`src/hw/rtl/rtn_pkg.sv`:
```
// ----------------------------------------------------------------------------
// rtn_pkg
// Shared types and constants for the RGB to NV12 packer: beat payloads,
// register indexes and the fixed widths of positions and dimensions.
// ----------------------------------------------------------------------------
package rtn_pkg;

    // Configuration register file
    localparam int CFG_W     = 13;
    localparam int CFG_IDX_W = 2;
    localparam logic [CFG_IDX_W-1:0] CFG_FRAME_WIDTH  = 2'd0;
    localparam logic [CFG_IDX_W-1:0] CFG_FRAME_HEIGHT = 2'd1;
    localparam logic [CFG_IDX_W-1:0] CFG_LINE_STRIDE  = 2'd2;

    // Positions cover the largest supported frame (8192), dimensions hold 8192 itself.
    localparam int POS_W = 13;
    localparam int DIM_W = 14;

    // Queue between front and back end
    localparam int QUEUE_DEPTH = 4;
    localparam int QPTR_W      = 2;
    localparam int QCNT_W      = 3;

    // Division by 1000 as multiply by ceil(2^26/1000) and shift; exact below 2^18.
    localparam int          SUM_W       = 18;
    localparam int          RECIP_W     = 17;
    localparam int          RECIP_SHIFT = 26;
    localparam logic [RECIP_W-1:0] RECIP_1000 = 17'd67109;
    localparam int          PROD_W      = SUM_W + RECIP_W;

    typedef struct packed {
        logic [7:0] red;
        logic [7:0] green;
        logic [7:0] blue;
    } t_pix_in;

    typedef struct packed {
        logic [23:0] luma_addr;
        logic [7:0]  luma_value;
        logic        chroma_valid;
        logic [24:0] chroma_addr;
        logic [7:0]  cb_value;
        logic [7:0]  cr_value;
        logic        frame_last;
    } t_pix_out;

    // A pixel after classification by the front end
    typedef struct packed {
        t_pix_in          pix;
        logic [POS_W-1:0] col;
        logic [POS_W-1:0] row;
        logic             chroma;
        logic             last;
    } t_pix_tag;

endpackage

```
`src/hw/rtl/rtn_front.sv`:
```
// ----------------------------------------------------------------------------
// rtn_front
// Accepts pixels, keeps the raster position and tags each pixel with its
// position, chroma eligibility and end of frame.
// ----------------------------------------------------------------------------
module rtn_front #(
    parameter int MAX_WIDTH  = 4096,
    parameter int MAX_HEIGHT = 4096
) (
    input  logic                         i_clk,
    input  logic                         i_rst_n,
    input  logic [rtn_pkg::DIM_W-1:0]    i_eff_width,
    input  logic [rtn_pkg::DIM_W-1:0]    i_eff_height,
    input  logic                         i_valid,
    output logic                         o_ready,
    input  rtn_pkg::t_pix_in             i_pix,
    output logic                         o_push,
    output rtn_pkg::t_pix_tag            o_tag,
    input  logic                         i_queue_ready
);
    import rtn_pkg::*;

    localparam int COL_W = $clog2(MAX_WIDTH);
    localparam int ROW_W = $clog2(MAX_HEIGHT);

    logic [COL_W-1:0] r_col, n_col;
    logic [ROW_W-1:0] r_row, n_row;
    logic [DIM_W-1:0] col_d, row_d;
    logic             line_end, last, chroma, accept;

    always_comb begin
        col_d    = DIM_W'(r_col);
        row_d    = DIM_W'(r_row);
        line_end = col_d >= (i_eff_width - DIM_W'(1));
        last     = line_end && (row_d >= (i_eff_height - DIM_W'(1)));
        // Only the even-sized part of the frame carries chroma.
        chroma   = r_col[0] && r_row[0] &&
                   (col_d < {i_eff_width[DIM_W-1:1], 1'b0}) &&
                   (row_d < {i_eff_height[DIM_W-1:1], 1'b0});
    end

    assign accept  = i_valid && i_queue_ready;
    assign o_ready = i_queue_ready;
    assign o_push  = accept;

    always_comb begin
        o_tag.pix    = i_pix;
        o_tag.col    = POS_W'(r_col);
        o_tag.row    = POS_W'(r_row);
        o_tag.chroma = chroma;
        o_tag.last   = last;
    end

    always_comb begin
        n_col = r_col;
        n_row = r_row;
        if (accept) begin
            if (line_end) begin
                n_col = '0;
                n_row = last ? '0 : r_row + ROW_W'(1);
            end else begin
                n_col = r_col + COL_W'(1);
            end
        end
    end

    always_ff @(posedge i_clk) begin
        if (!i_rst_n) begin
            r_col <= '0;
            r_row <= '0;
        end else begin
            r_col <= n_col;
            r_row <= n_row;
        end
    end

endmodule

```
`src/hw/rtl/rtn_queue.sv`:
```
// ----------------------------------------------------------------------------
// rtn_queue
// Short first-in first-out queue of tagged pixels between front and back end.
// ----------------------------------------------------------------------------
module rtn_queue (
    input  logic              i_clk,
    input  logic              i_rst_n,
    input  logic              i_push,
    input  rtn_pkg::t_pix_tag i_tag,
    output logic              o_ready,
    output logic              o_valid,
    output rtn_pkg::t_pix_tag o_tag,
    input  logic              i_pop
);
    import rtn_pkg::*;

    t_pix_tag           r_entry [QUEUE_DEPTH];
    logic [QPTR_W-1:0]  r_wr_ptr, r_rd_ptr;
    logic [QCNT_W-1:0]  r_count;
    logic               do_push, do_pop;

    assign o_ready = r_count != QCNT_W'(QUEUE_DEPTH);
    assign o_valid = r_count != '0;
    assign o_tag   = r_entry[r_rd_ptr];
    assign do_push = i_push && o_ready;
    assign do_pop  = i_pop && o_valid;

    always_ff @(posedge i_clk) begin
        if (do_push) begin
            r_entry[r_wr_ptr] <= i_tag;
        end
    end

    always_ff @(posedge i_clk) begin
        if (!i_rst_n) begin
            r_wr_ptr <= '0;
            r_rd_ptr <= '0;
            r_count  <= '0;
        end else begin
            if (do_push) begin
                r_wr_ptr <= r_wr_ptr + QPTR_W'(1);
            end
            if (do_pop) begin
                r_rd_ptr <= r_rd_ptr + QPTR_W'(1);
            end
            if (do_push && !do_pop) begin
                r_count <= r_count + QCNT_W'(1);
            end else if (do_pop && !do_push) begin
                r_count <= r_count - QCNT_W'(1);
            end
        end
    end

endmodule

```
`src/hw/rtl/rtn_back.sv`:
```
// ----------------------------------------------------------------------------
// rtn_back
// Three-stage pipeline that turns tagged pixels into luma, chroma and their
// byte addresses: weighted sums and address products, reciprocal multiply,
// then quotient selection into the output register.
// ----------------------------------------------------------------------------
module rtn_back (
    input  logic                      i_clk,
    input  logic                      i_rst_n,
    input  logic [rtn_pkg::CFG_W-1:0] i_stride,
    input  logic [rtn_pkg::DIM_W-1:0] i_eff_height,
    input  logic                      i_valid,
    output logic                      o_pop,
    input  rtn_pkg::t_pix_tag         i_tag,
    output logic                      o_valid,
    input  logic                      i_ready,
    output rtn_pkg::t_pix_out         o_res
);
    import rtn_pkg::*;

    localparam int LPROD_W = POS_W + CFG_W;
    localparam int LSUM_W  = LPROD_W + 1;
    localparam int CROW_W  = DIM_W + 1;
    localparam int CPROD_W = CROW_W + CFG_W;
    localparam int CSUM_W  = CPROD_W + 1;
    localparam int SGN_W   = 20;

    // Stage 1: sums and address products
    logic                  r_v1;
    logic [SUM_W-1:0]      r_y_sum, r_cb_sum, r_cr_sum;
    logic [LPROD_W-1:0]    r_lprod;
    logic [CPROD_W-1:0]    r_cprod;
    logic [POS_W-1:0]      r_col1;
    logic                  r_chroma1, r_last1;

    // Stage 2: reciprocal products and final addresses
    logic                  r_v2;
    logic [PROD_W-1:0]     r_y_prod, r_cb_prod, r_cr_prod;
    logic [23:0]           r_laddr;
    logic [24:0]           r_caddr;
    logic                  r_chroma2, r_last2;

    // Stage 3: output register
    logic                  r_v3;
    t_pix_out              r_res;

    logic rdy1, rdy2, rdy3;

    assign rdy3  = !r_v3 || i_ready;
    assign rdy2  = !r_v2 || rdy3;
    assign rdy1  = !r_v1 || rdy2;
    assign o_pop = rdy1 && i_valid;

    // Stage 1 arithmetic
    logic [SGN_W-1:0]   r20, g20, b20;
    logic [SGN_W-1:0]   y_s, cb_s, cr_s;
    logic [CROW_W-1:0]  crow;

    always_comb begin
        r20  = SGN_W'(i_tag.pix.red);
        g20  = SGN_W'(i_tag.pix.green);
        b20  = SGN_W'(i_tag.pix.blue);
        y_s  = r20 * SGN_W'(257) + g20 * SGN_W'(504) + b20 * SGN_W'(98) + SGN_W'(16000);
        cb_s = b20 * SGN_W'(439) + SGN_W'(128000) - r20 * SGN_W'(148) - g20 * SGN_W'(291);
        cr_s = r20 * SGN_W'(439) + SGN_W'(128000) - g20 * SGN_W'(368) - b20 * SGN_W'(71);
        // Chroma plane base folded in: stride * (height + row / 2).
        crow = CROW_W'(i_eff_height) + CROW_W'(i_tag.row[POS_W-1:1]);
    end

    function automatic logic [SUM_W-1:0] clip_neg(input logic [SGN_W-1:0] s);
        logic [SUM_W-1:0] v;
        if (s[SGN_W-1]) begin
            v = '0;
        end else if (s[SGN_W-2:SUM_W] != '0) begin
            v = '1;
        end else begin
            v = s[SUM_W-1:0];
        end
        return v;
    endfunction

    function automatic logic [7:0] quot(input logic [PROD_W-1:0] p);
        logic [PROD_W-RECIP_SHIFT-1:0] q;
        q = p[PROD_W-1:RECIP_SHIFT];
        return (q > (PROD_W-RECIP_SHIFT)'(255)) ? 8'd255 : q[7:0];
    endfunction

    always_ff @(posedge i_clk) begin
        if (rdy1) begin
            r_y_sum   <= clip_neg(y_s);
            r_cb_sum  <= clip_neg(cb_s);
            r_cr_sum  <= clip_neg(cr_s);
            r_lprod   <= LPROD_W'(i_tag.row) * LPROD_W'(i_stride);
            r_cprod   <= CPROD_W'(crow) * CPROD_W'(i_stride);
            r_col1    <= i_tag.col;
            r_chroma1 <= i_tag.chroma;
            r_last1   <= i_tag.last;
        end
        if (rdy2) begin
            r_y_prod  <= PROD_W'(r_y_sum) * PROD_W'(RECIP_1000);
            r_cb_prod <= PROD_W'(r_cb_sum) * PROD_W'(RECIP_1000);
            r_cr_prod <= PROD_W'(r_cr_sum) * PROD_W'(RECIP_1000);
            r_laddr   <= 24'(LSUM_W'(r_lprod) + LSUM_W'(r_col1));
            r_caddr   <= r_chroma1 ?
                         25'(CSUM_W'(r_cprod) + CSUM_W'({r_col1[POS_W-1:1], 1'b0})) : '0;
            r_chroma2 <= r_chroma1;
            r_last2   <= r_last1;
        end
        if (rdy3) begin
            r_res.luma_addr    <= r_laddr;
            r_res.luma_value   <= quot(r_y_prod);
            r_res.chroma_valid <= r_chroma2;
            r_res.chroma_addr  <= r_caddr;
            r_res.cb_value     <= r_chroma2 ? quot(r_cb_prod) : 8'd0;
            r_res.cr_value     <= r_chroma2 ? quot(r_cr_prod) : 8'd0;
            r_res.frame_last   <= r_last2;
        end
    end

    always_ff @(posedge i_clk) begin
        if (!i_rst_n) begin
            r_v1 <= 1'b0;
            r_v2 <= 1'b0;
            r_v3 <= 1'b0;
        end else begin
            if (rdy1) begin
                r_v1 <= i_valid;
            end
            if (rdy2) begin
                r_v2 <= r_v1;
            end
            if (rdy3) begin
                r_v3 <= r_v2;
            end
        end
    end

    assign o_valid = r_v3;
    assign o_res   = r_res;

endmodule

```
`src/hw/rtl/rgb_to_nv12_packer.sv`:
```
// An accepted pixel is written into the queue, then passes pipeline stages 1, 2 and 3 to the output.
// Throughput: one pixel per cycle while i_ready is high, set by the three-stage arithmetic pipeline.
// A four-beat queue between the position tracker and the pipeline absorbs stalls.
// Reset (synchronous, active low) clears the raster position and all valid state
// and loads the default 640x480 geometry with a 640-byte stride.
// ----------------------------------------------------------------------------
// rgb_to_nv12_packer
// Streams RGB pixels into limited-range BT.601 NV12 luma and interleaved
// chroma bytes, each with its byte address in the output buffer.
// ----------------------------------------------------------------------------
module rgb_to_nv12_packer #(
    parameter int MAX_WIDTH  = 4096,
    parameter int MAX_HEIGHT = 4096
) (
    input  logic                          i_clk,
    input  logic                          i_rst_n,
    input  logic                          i_cfg_we,
    input  logic [rtn_pkg::CFG_IDX_W-1:0] i_cfg_addr,
    input  logic [rtn_pkg::CFG_W-1:0]     i_cfg_wdata,
    input  logic                          i_valid,
    output logic                          o_ready,
    input  rtn_pkg::t_pix_in              i_pix,
    output logic                          o_valid,
    input  logic                          i_ready,
    output rtn_pkg::t_pix_out             o_res
);
    import rtn_pkg::*;

    logic [CFG_W-1:0] r_frame_width, r_frame_height, r_line_stride;
    logic [DIM_W-1:0] eff_width, eff_height;

    always_ff @(posedge i_clk) begin
        if (!i_rst_n) begin
            r_frame_width  <= CFG_W'(640);
            r_frame_height <= CFG_W'(480);
            r_line_stride  <= CFG_W'(640);
        end else if (i_cfg_we) begin
            case (i_cfg_addr)
                CFG_FRAME_WIDTH:  r_frame_width  <= i_cfg_wdata;
                CFG_FRAME_HEIGHT: r_frame_height <= i_cfg_wdata;
                CFG_LINE_STRIDE:  r_line_stride  <= i_cfg_wdata;
                default: ;
            endcase
        end
    end

    // A zero dimension counts as one; oversized ones saturate at the maximum.
    always_comb begin
        if (r_frame_width == '0) begin
            eff_width = DIM_W'(1);
        end else if (DIM_W'(r_frame_width) > DIM_W'(MAX_WIDTH)) begin
            eff_width = DIM_W'(MAX_WIDTH);
        end else begin
            eff_width = DIM_W'(r_frame_width);
        end
        if (r_frame_height == '0) begin
            eff_height = DIM_W'(1);
        end else if (DIM_W'(r_frame_height) > DIM_W'(MAX_HEIGHT)) begin
            eff_height = DIM_W'(MAX_HEIGHT);
        end else begin
            eff_height = DIM_W'(r_frame_height);
        end
    end

    logic     push, queue_ready, queue_valid, pop;
    t_pix_tag front_tag, queue_tag;

    rtn_front #(
        .MAX_WIDTH  (MAX_WIDTH),
        .MAX_HEIGHT (MAX_HEIGHT)
    ) u_front (
        .i_clk         (i_clk),
        .i_rst_n       (i_rst_n),
        .i_eff_width   (eff_width),
        .i_eff_height  (eff_height),
        .i_valid       (i_valid),
        .o_ready       (o_ready),
        .i_pix         (i_pix),
        .o_push        (push),
        .o_tag         (front_tag),
        .i_queue_ready (queue_ready)
    );

    rtn_queue u_queue (
        .i_clk   (i_clk),
        .i_rst_n (i_rst_n),
        .i_push  (push),
        .i_tag   (front_tag),
        .o_ready (queue_ready),
        .o_valid (queue_valid),
        .o_tag   (queue_tag),
        .i_pop   (pop)
    );

    rtn_back u_back (
        .i_clk        (i_clk),
        .i_rst_n      (i_rst_n),
        .i_stride     (r_line_stride),
        .i_eff_height (eff_height),
        .i_valid      (queue_valid),
        .o_pop        (pop),
        .i_tag        (queue_tag),
        .o_valid      (o_valid),
        .i_ready      (i_ready),
        .o_res        (o_res)
    );

endmodule
```
`config.mk`:
```
export PLATFORM = sky130hd
export DESIGN_NAME = rgb_to_nv12_packer
export DESIGN_NICKNAME = d
export VERILOG_FILES = /design/src/hw/rtl/rtn_pkg.sv /design/src/hw/rtl/rtn_front.sv /design/src/hw/rtl/rtn_queue.sv /design/src/hw/rtl/rtn_back.sv /design/src/hw/rtl/rgb_to_nv12_packer.sv
export SDC_FILE = /design/constraint.sdc
export NUM_CORES = 2
export LEC_CHECK = 0
export ABC_AREA = 0
export BUFFER_PORTS_ARGS = -buffer_cell sky130_fd_sc_hd__buf_2
export CORE_MARGIN = 5
export CORE_UTILIZATION = 50
export CTS_CLUSTER_SIZE = 25
export DETAILED_ROUTE_END_ITERATION = 8
export GPL_TIMING_DRIVEN = 0
export PLACE_DENSITY = 0.68
export RECOVER_POWER = 25
export SLEW_MARGIN = 20
export SYNTH_ARGS = -nofsm -noshare
export SYNTH_HDL_FRONTEND = slang
export SYNTH_SLANG_ARGS = --single-unit
```
`constraint.sdc`:
```
create_clock -name i_clk -period 25.2 [get_ports i_clk]
set_input_delay 1.26 -clock i_clk [delete_from_list [all_inputs] [get_ports i_clk]]
set_output_delay 1.26 -clock i_clk [all_outputs]
set_load 0.03 [all_outputs]
```
## After elaboration in Yosys (flattened, before gate mapping)

Memories as Yosys holds them, arrays and structs flattened. A register that Yosys moved wholly into a read port is not among the register bits.
Cells that the tools add are included.

| word-level totals | value |
|---|---|
| memories | 1 |
| output and inout port bits | 77 |
| RAM bits | 200 |
| word-level logic and storage cells | 124 |
| register bits | 422 |

| cells by class | value |
|---|---|
| add/sub/neg operators | 20 |
| equal/unequal tests | 3 |
| $lt $le $gt $ge | 9 |
| reduce and logical (&&, ||, !) cells | 27 |
| multipliers | 14 |
| multiplexer cells | 17 |

Memory list:

| memory | depth | width | read ports | clocked after Yosys merged registers in | wr ports | RTL line | text |
|---|---|---|---|---|---|---|---|
| u_queue.r_entry | 4 | 50 | 1 | 1 | 1 | rtn_queue.sv:17 | `t_pix_tag r_entry [QUEUE_DEPTH];` |

Operators by type and width:

| kind | number |
|---|---|
| 18-bit by 17-bit multiplier with 35-bit output, second input constant | 3 |
| 8-bit by 9-bit multiplier with 17-bit output, second input constant | 4 |
| 18-bit 2-to-1 mux | 3 |
| 13-bit 2-to-1 mux | 4 |
| 8-bit by 6-bit multiplier with 14-bit output, second input constant | 3 |
| 20-bit by 17-bit subtractor with 20-bit output | 2 |
| 17-bit by 17-bit adder with 18-bit output, second input constant | 2 |
| 12-bit by 14-bit >= comparator with 1-bit output | 2 |
| 13-bit by 1-bit subtractor with 14-bit output, second input constant | 2 |
| 9-bit by 8-bit > comparator with 1-bit output, second input constant | 3 |
| 13-bit > comparator, second input constant | 2 |
| 13-bit logical NOT | 2 |
| 12-bit by 13-bit < comparator with 1-bit output | 2 |
| 25-bit by 13-bit adder with 25-bit output | 1 |
| 14-bit by 13-bit multiplier with 25-bit output | 1 |
| 12-bit by 1-bit adder with 12-bit output, second input constant | 2 |
| 24-bit by 13-bit adder with 24-bit output | 1 |
| 13-bit by 13-bit multiplier with 24-bit output | 1 |
| 12-bit 2-to-1 mux | 2 |
| 20-bit by 14-bit adder with 20-bit output, second input constant | 1 |
| 20-bit by 15-bit adder with 20-bit output | 1 |
| 20-bit by 15-bit subtractor with 20-bit output | 1 |
| 20-bit by 16-bit subtractor with 20-bit output | 1 |
| 17-bit by 17-bit adder with 18-bit output | 1 |
| 20 further kinds | 43 |

## Depth between registers and ports, before layout

| logic depth | value |
|---|---|
| word-level depth | 9 |
| gate-level depth with buffers | 35 |
| mapped depth without buffers | 33 |

## Modules after synthesis

Synthesis repeated with hierarchy kept, for this count alone.

| second synthesis, totals | value |
|---|---|
| cells, all modules | 5,306 |
| area, all modules | 57,082.2 µm² |

By module, submodules not included:

| module | times used | area an instance (µm²) | sequential area each (µm²) | cells each |
|---|---|---|---|---|
| rtn_back | 1 | 44,500.2 | 8,197.9 | 4,415 |
| rtn_queue | 1 | 8,060.2 | 6,426.2 | 320 |
| rtn_front | 1 | 2,850.2 | 480.5 | 362 |
| rgb_to_nv12_packer | 1 | 1,671.6 | 780.7 | 209 |

## Least setup slack after synthesis

No wires, ideal clock.

| timing path | value |
|---|---|
| kind | reg-to-reg |
| start point | reg (tool-made name) |
| end point | reg u_back.r_cr_sum[12] (data pin) |
| library setup time | 261 ps |
| data required time | 24,939 ps |
| buffers on the path | 4 |
| setup slack | 16,988 ps |
| stages on the path, launching flop included | 29 |
| arrival | 7,952 ps |
| path through | dfxtp_1 buf_6 buf_2 buf_2 mux4_2 inv_1 fa_1 fa_1 fa_1 inv_1 fa_1 ha_1 inv_1 xnor2_1 fa_1 ha_1 fa_1 inv_1 fa_1 ha_1 and3_1 o211ai_1 a31oi_1 a211oi_1 o31ai_1 nor4_1 nor3_2 buf_2 a21oi_1 |

RTL lines:

| what | RTL line | text |
|---|---|---|
| end signal: assignment | rtn_back.sv:92 | `r_cr_sum <= clip_neg(cr_s);` |
| end: declaration | rtn_back.sv:30 | `logic [SUM_W-1:0] r_y_sum, r_cb_sum, r_cr_sum;` |

==> metrics.cfg <==
[status]
outcome=completed

[clock_network]
cts_tree=built
clkSinkCount=545
cts_setup_buffers=0
clk_pin_slew_worst_paths_ns=0.06
hold_buffers=0
cts_buffer_depth=3
numCtsBuffers=60
clock_latency_ns=0.66
cts-htree-levels=2
cts-resized-gates=0
cts_root_buf=clkbuf_16

[logic_synthesis]
async_reset_ff_frac=0
synth-edff-count=470
avgSynthCellArea_um2=10.7
synthAdderAreaFrac=0.416
synth_ff_type=edfxtp_1
yosysWarnings=0
synth_top_family_by_area=adder cells
synth_compound_area_frac=0.0740
ys_types=87
synth-xor-area-share=0.0372
synthCells=5249
ys_seq_area_frac=0.279
ys_ff_latch=545
synth-simple-area-share=0.0945
muxShareOfSynthArea=0.0230
synth_area_mm2=0.0559

[detailed_routing]
ant_nets=0
vias_per_cell=5.31
drc=0
dr.pass1.iters=5
vias=37104
wl_per_cell_um=17.6
drt_iter0_markers=1911
wl_mm=123

[die]
core_mm2=0.111
fp.dieW_um=345
ios=121
start_util=0.504
fp.dieArea_mm2=0.119
die_h_um=345
placementRows=122

[finish]
final_area_mm2=0.0607
area_growth_pct=8.48
nets=7031
layout-drive-gt1-share=0.0575
fin_cells=6988

[grt]
grt_usage=0.213
antenna_found_initial=3
grt_max_degree=59
grt_pass1_vias=38348
grt_overflow=0
grt_pass1_wl_mm=201

[place]
portBuffers=120
gp_congestion=0.906
placed_cells=6874
detailed_place_hpwl_mm=99.0
placed_area_mm2=0.0587

[sta]
slew_violations=0
setup_viol=0
relSlewSlack=0.346
fin_crit_ns=9.79
setup_tns_ns=0
worst_pin_slew_ns=0.980
rsz0062_at_grt=false
max_freq_ghz=0.102
finalHoldViolations=0
finalCritPeriodShare=0.389
finClkSkew_ns=0.0286

[worst_setup_path]
arrival_ns=10.18
start_kind=flop
path_class=flop to flop
cp_data_required_time_ns=25.59
worstSetupEndpointType=flop
crit_path_max_fanout=14

[run]
maxCapViolations=0

[hold_path]
hp-class=flop to flop

-- worst max-delay path, stage by stage (launching register included) --
cell and delay (ns):
dfxtp_1 0.43, buf_1 0.60, mux4_2 0.34, clkbuf_1 0.73, inv_1 0.32, fa_1 0.62
fa_1 0.55, fa_1 0.54, inv_1 0.05, fa_1 0.46, ha_1 0.31, inv_1 0.06
xnor2_1 0.27, fa_1 0.46, ha_1 0.33, fa_1 0.49, inv_1 0.05, fa_1 0.41
ha_1 0.40, and3_1 0.18, o211ai_1 0.09, a31oi_1 0.24, a211oi_1 0.12, o31ai_1 0.42
nor4_1 0.10, nor3_2 0.53, buf_2 0.32, a21oi_1 0.10
-- cells in the final DEF, fill, tap and decap left out, types with 14 or more instances in the layout --
cell / count
a21oi_1: 218
fa_1: 532
inv_1: 1023
dfxtp_1: 75
a211oi_1: 33
edfxtp_1: 470
o21bai_1: 26
clkinv_2: 14
or2_2: 17
xor2_1: 78
nand4_1: 21
nand2_1: 426
or3_1: 24
o21ai_0: 92
xnor2_1: 158
and2_1: 152
nand3_1: 72
clkbuf_1: 114
o31ai_1: 15
nand2b_1: 41
o211ai_1: 19
nor2b_1: 40
a21o_1: 57
a31oi_1: 15
clkbuf_16: 61
mux4_2: 50
a21boi_0: 19
buf_2: 106
nor3_1: 56
and3_1: 34
ha_1: 1007
o21a_1: 44
nor2_1: 165
-- kinds of logic after synthesis --
| kind of cell | after synthesis |
|---|---|
| adders and majority gates | 1539 |
| buffers and inverters | 1130 |
| and+or+nand+nor | 1097 |
| AOI/OAI and AO/OA | 634 |
| DFF | 545 |
| xor gates and xnor gates | 237 |
| muxes | 65 |
| other | 2 |
-- state kept, by name (all words and copies together) (netlist names), 2 cells and up, named ones only --
signal,count
u_queue.r_entry,200
u_back.o_res,75
u_back.r_caddr,25
u_back.r_cprod,25
u_back.r_laddr,24
u_back.r_lprod,24
u_back.r_cb_sum,18
u_back.r_cr_sum,18
u_back.r_y_sum,18
r_frame_height,13
r_frame_width,13
r_line_stride,13
u_back.r_col1,12
u_front.r_col,12
u_front.r_row,12
u_back.r_cb_prod,9
u_back.r_cr_prod,9
u_back.r_y_prod,9
u_queue.r_count,3
u_queue.r_rd_ptr,2
u_queue.r_wr_ptr,2
-- cells in the mapped netlist (35+ instances only) --
library cell / instances / share of area
a21o_1: 57 / 0.0076
a21oi_1: 218 / 0.020
and2_1: 152 / 0.017
and3_1: 35 / 0.0039
clkbuf_1: 84 / 0.0056
dfxtp_1: 75 / 0.027
edfxtp_1: 470 / 0.25
fa_1: 532 / 0.19
ha_1: 1007 / 0.23
inv_1: 1024 / 0.069
mux4_2: 50 / 0.020
nand2_1: 427 / 0.029
nand2b_1: 41 / 0.0046
nand3_1: 73 / 0.0065
nor2_1: 165 / 0.011
nor2b_1: 40 / 0.0045
nor3_1: 56 / 0.0050
o21a_1: 44 / 0.0059
o21ai_0: 92 / 0.0082
xnor2_1: 158 / 0.025
xor2_1: 78 / 0.012
-- per-layer routing --
metal,global-route usage,share of wire,vias to the layer above
met4,0.0705,0.035,0
met5,0,0,-
li1,-,-,17933
met3,0.0276,0.048,205
met1,0.275,0.43,18181
met2,0.371,0.49,785
-- path summary, 6_finish.rpt --
kind | start | end | slack (ns) | cells after the start
max | flop | u_back.r_cr_sum[12]$_SDFFCE_PN0N_ | 15.41 | 27
min | u_back.r_caddr[0]$_SDFFCE_PN0P_ | u_back.o_res[17]$_DFFE_PP_ | 0.41 | 0
max reg2reg | flop | u_back.r_cr_sum[12]$_SDFFCE_PN0N_ | 15.41 | 27
min reg2reg | u_back.r_caddr[0]$_SDFFCE_PN0P_ | u_back.o_res[17]$_DFFE_PP_ | 0.41 | 0
-- through the flow --
stage | hold slack (ns) | utilization | worst slack (ns)
final | 0.414 | 0.547 | 15.41
after global placement | 0.402 | 0.527 | 15.46
after detailed placement | 0.405 | 0.529 | 15.44
after CTS | 0.417 | 0.547 | 15.40
after floorplan | 0.400 | - | 16.99
after global routing | 0.421 | 0.547 | 14.84
-- area by class of cell --
type | instances | area [um^2]
fill | 9722 | 50300
multi-input combinational | 3583 | 36100
sequential | 545 | 15600
inverter | 1026 | 3850
tap | 1488 | 1860
clock buffer | 67 | 1550
timing repair buffer | 128 | 768
clock inverter | 46 | 499
buffer | 104 | 429
antenna | 1 | 2.50
Power is left out: the tool's default activity adds up to more than one toggle a clock period on the data nets, which glitch-free logic cannot reach.
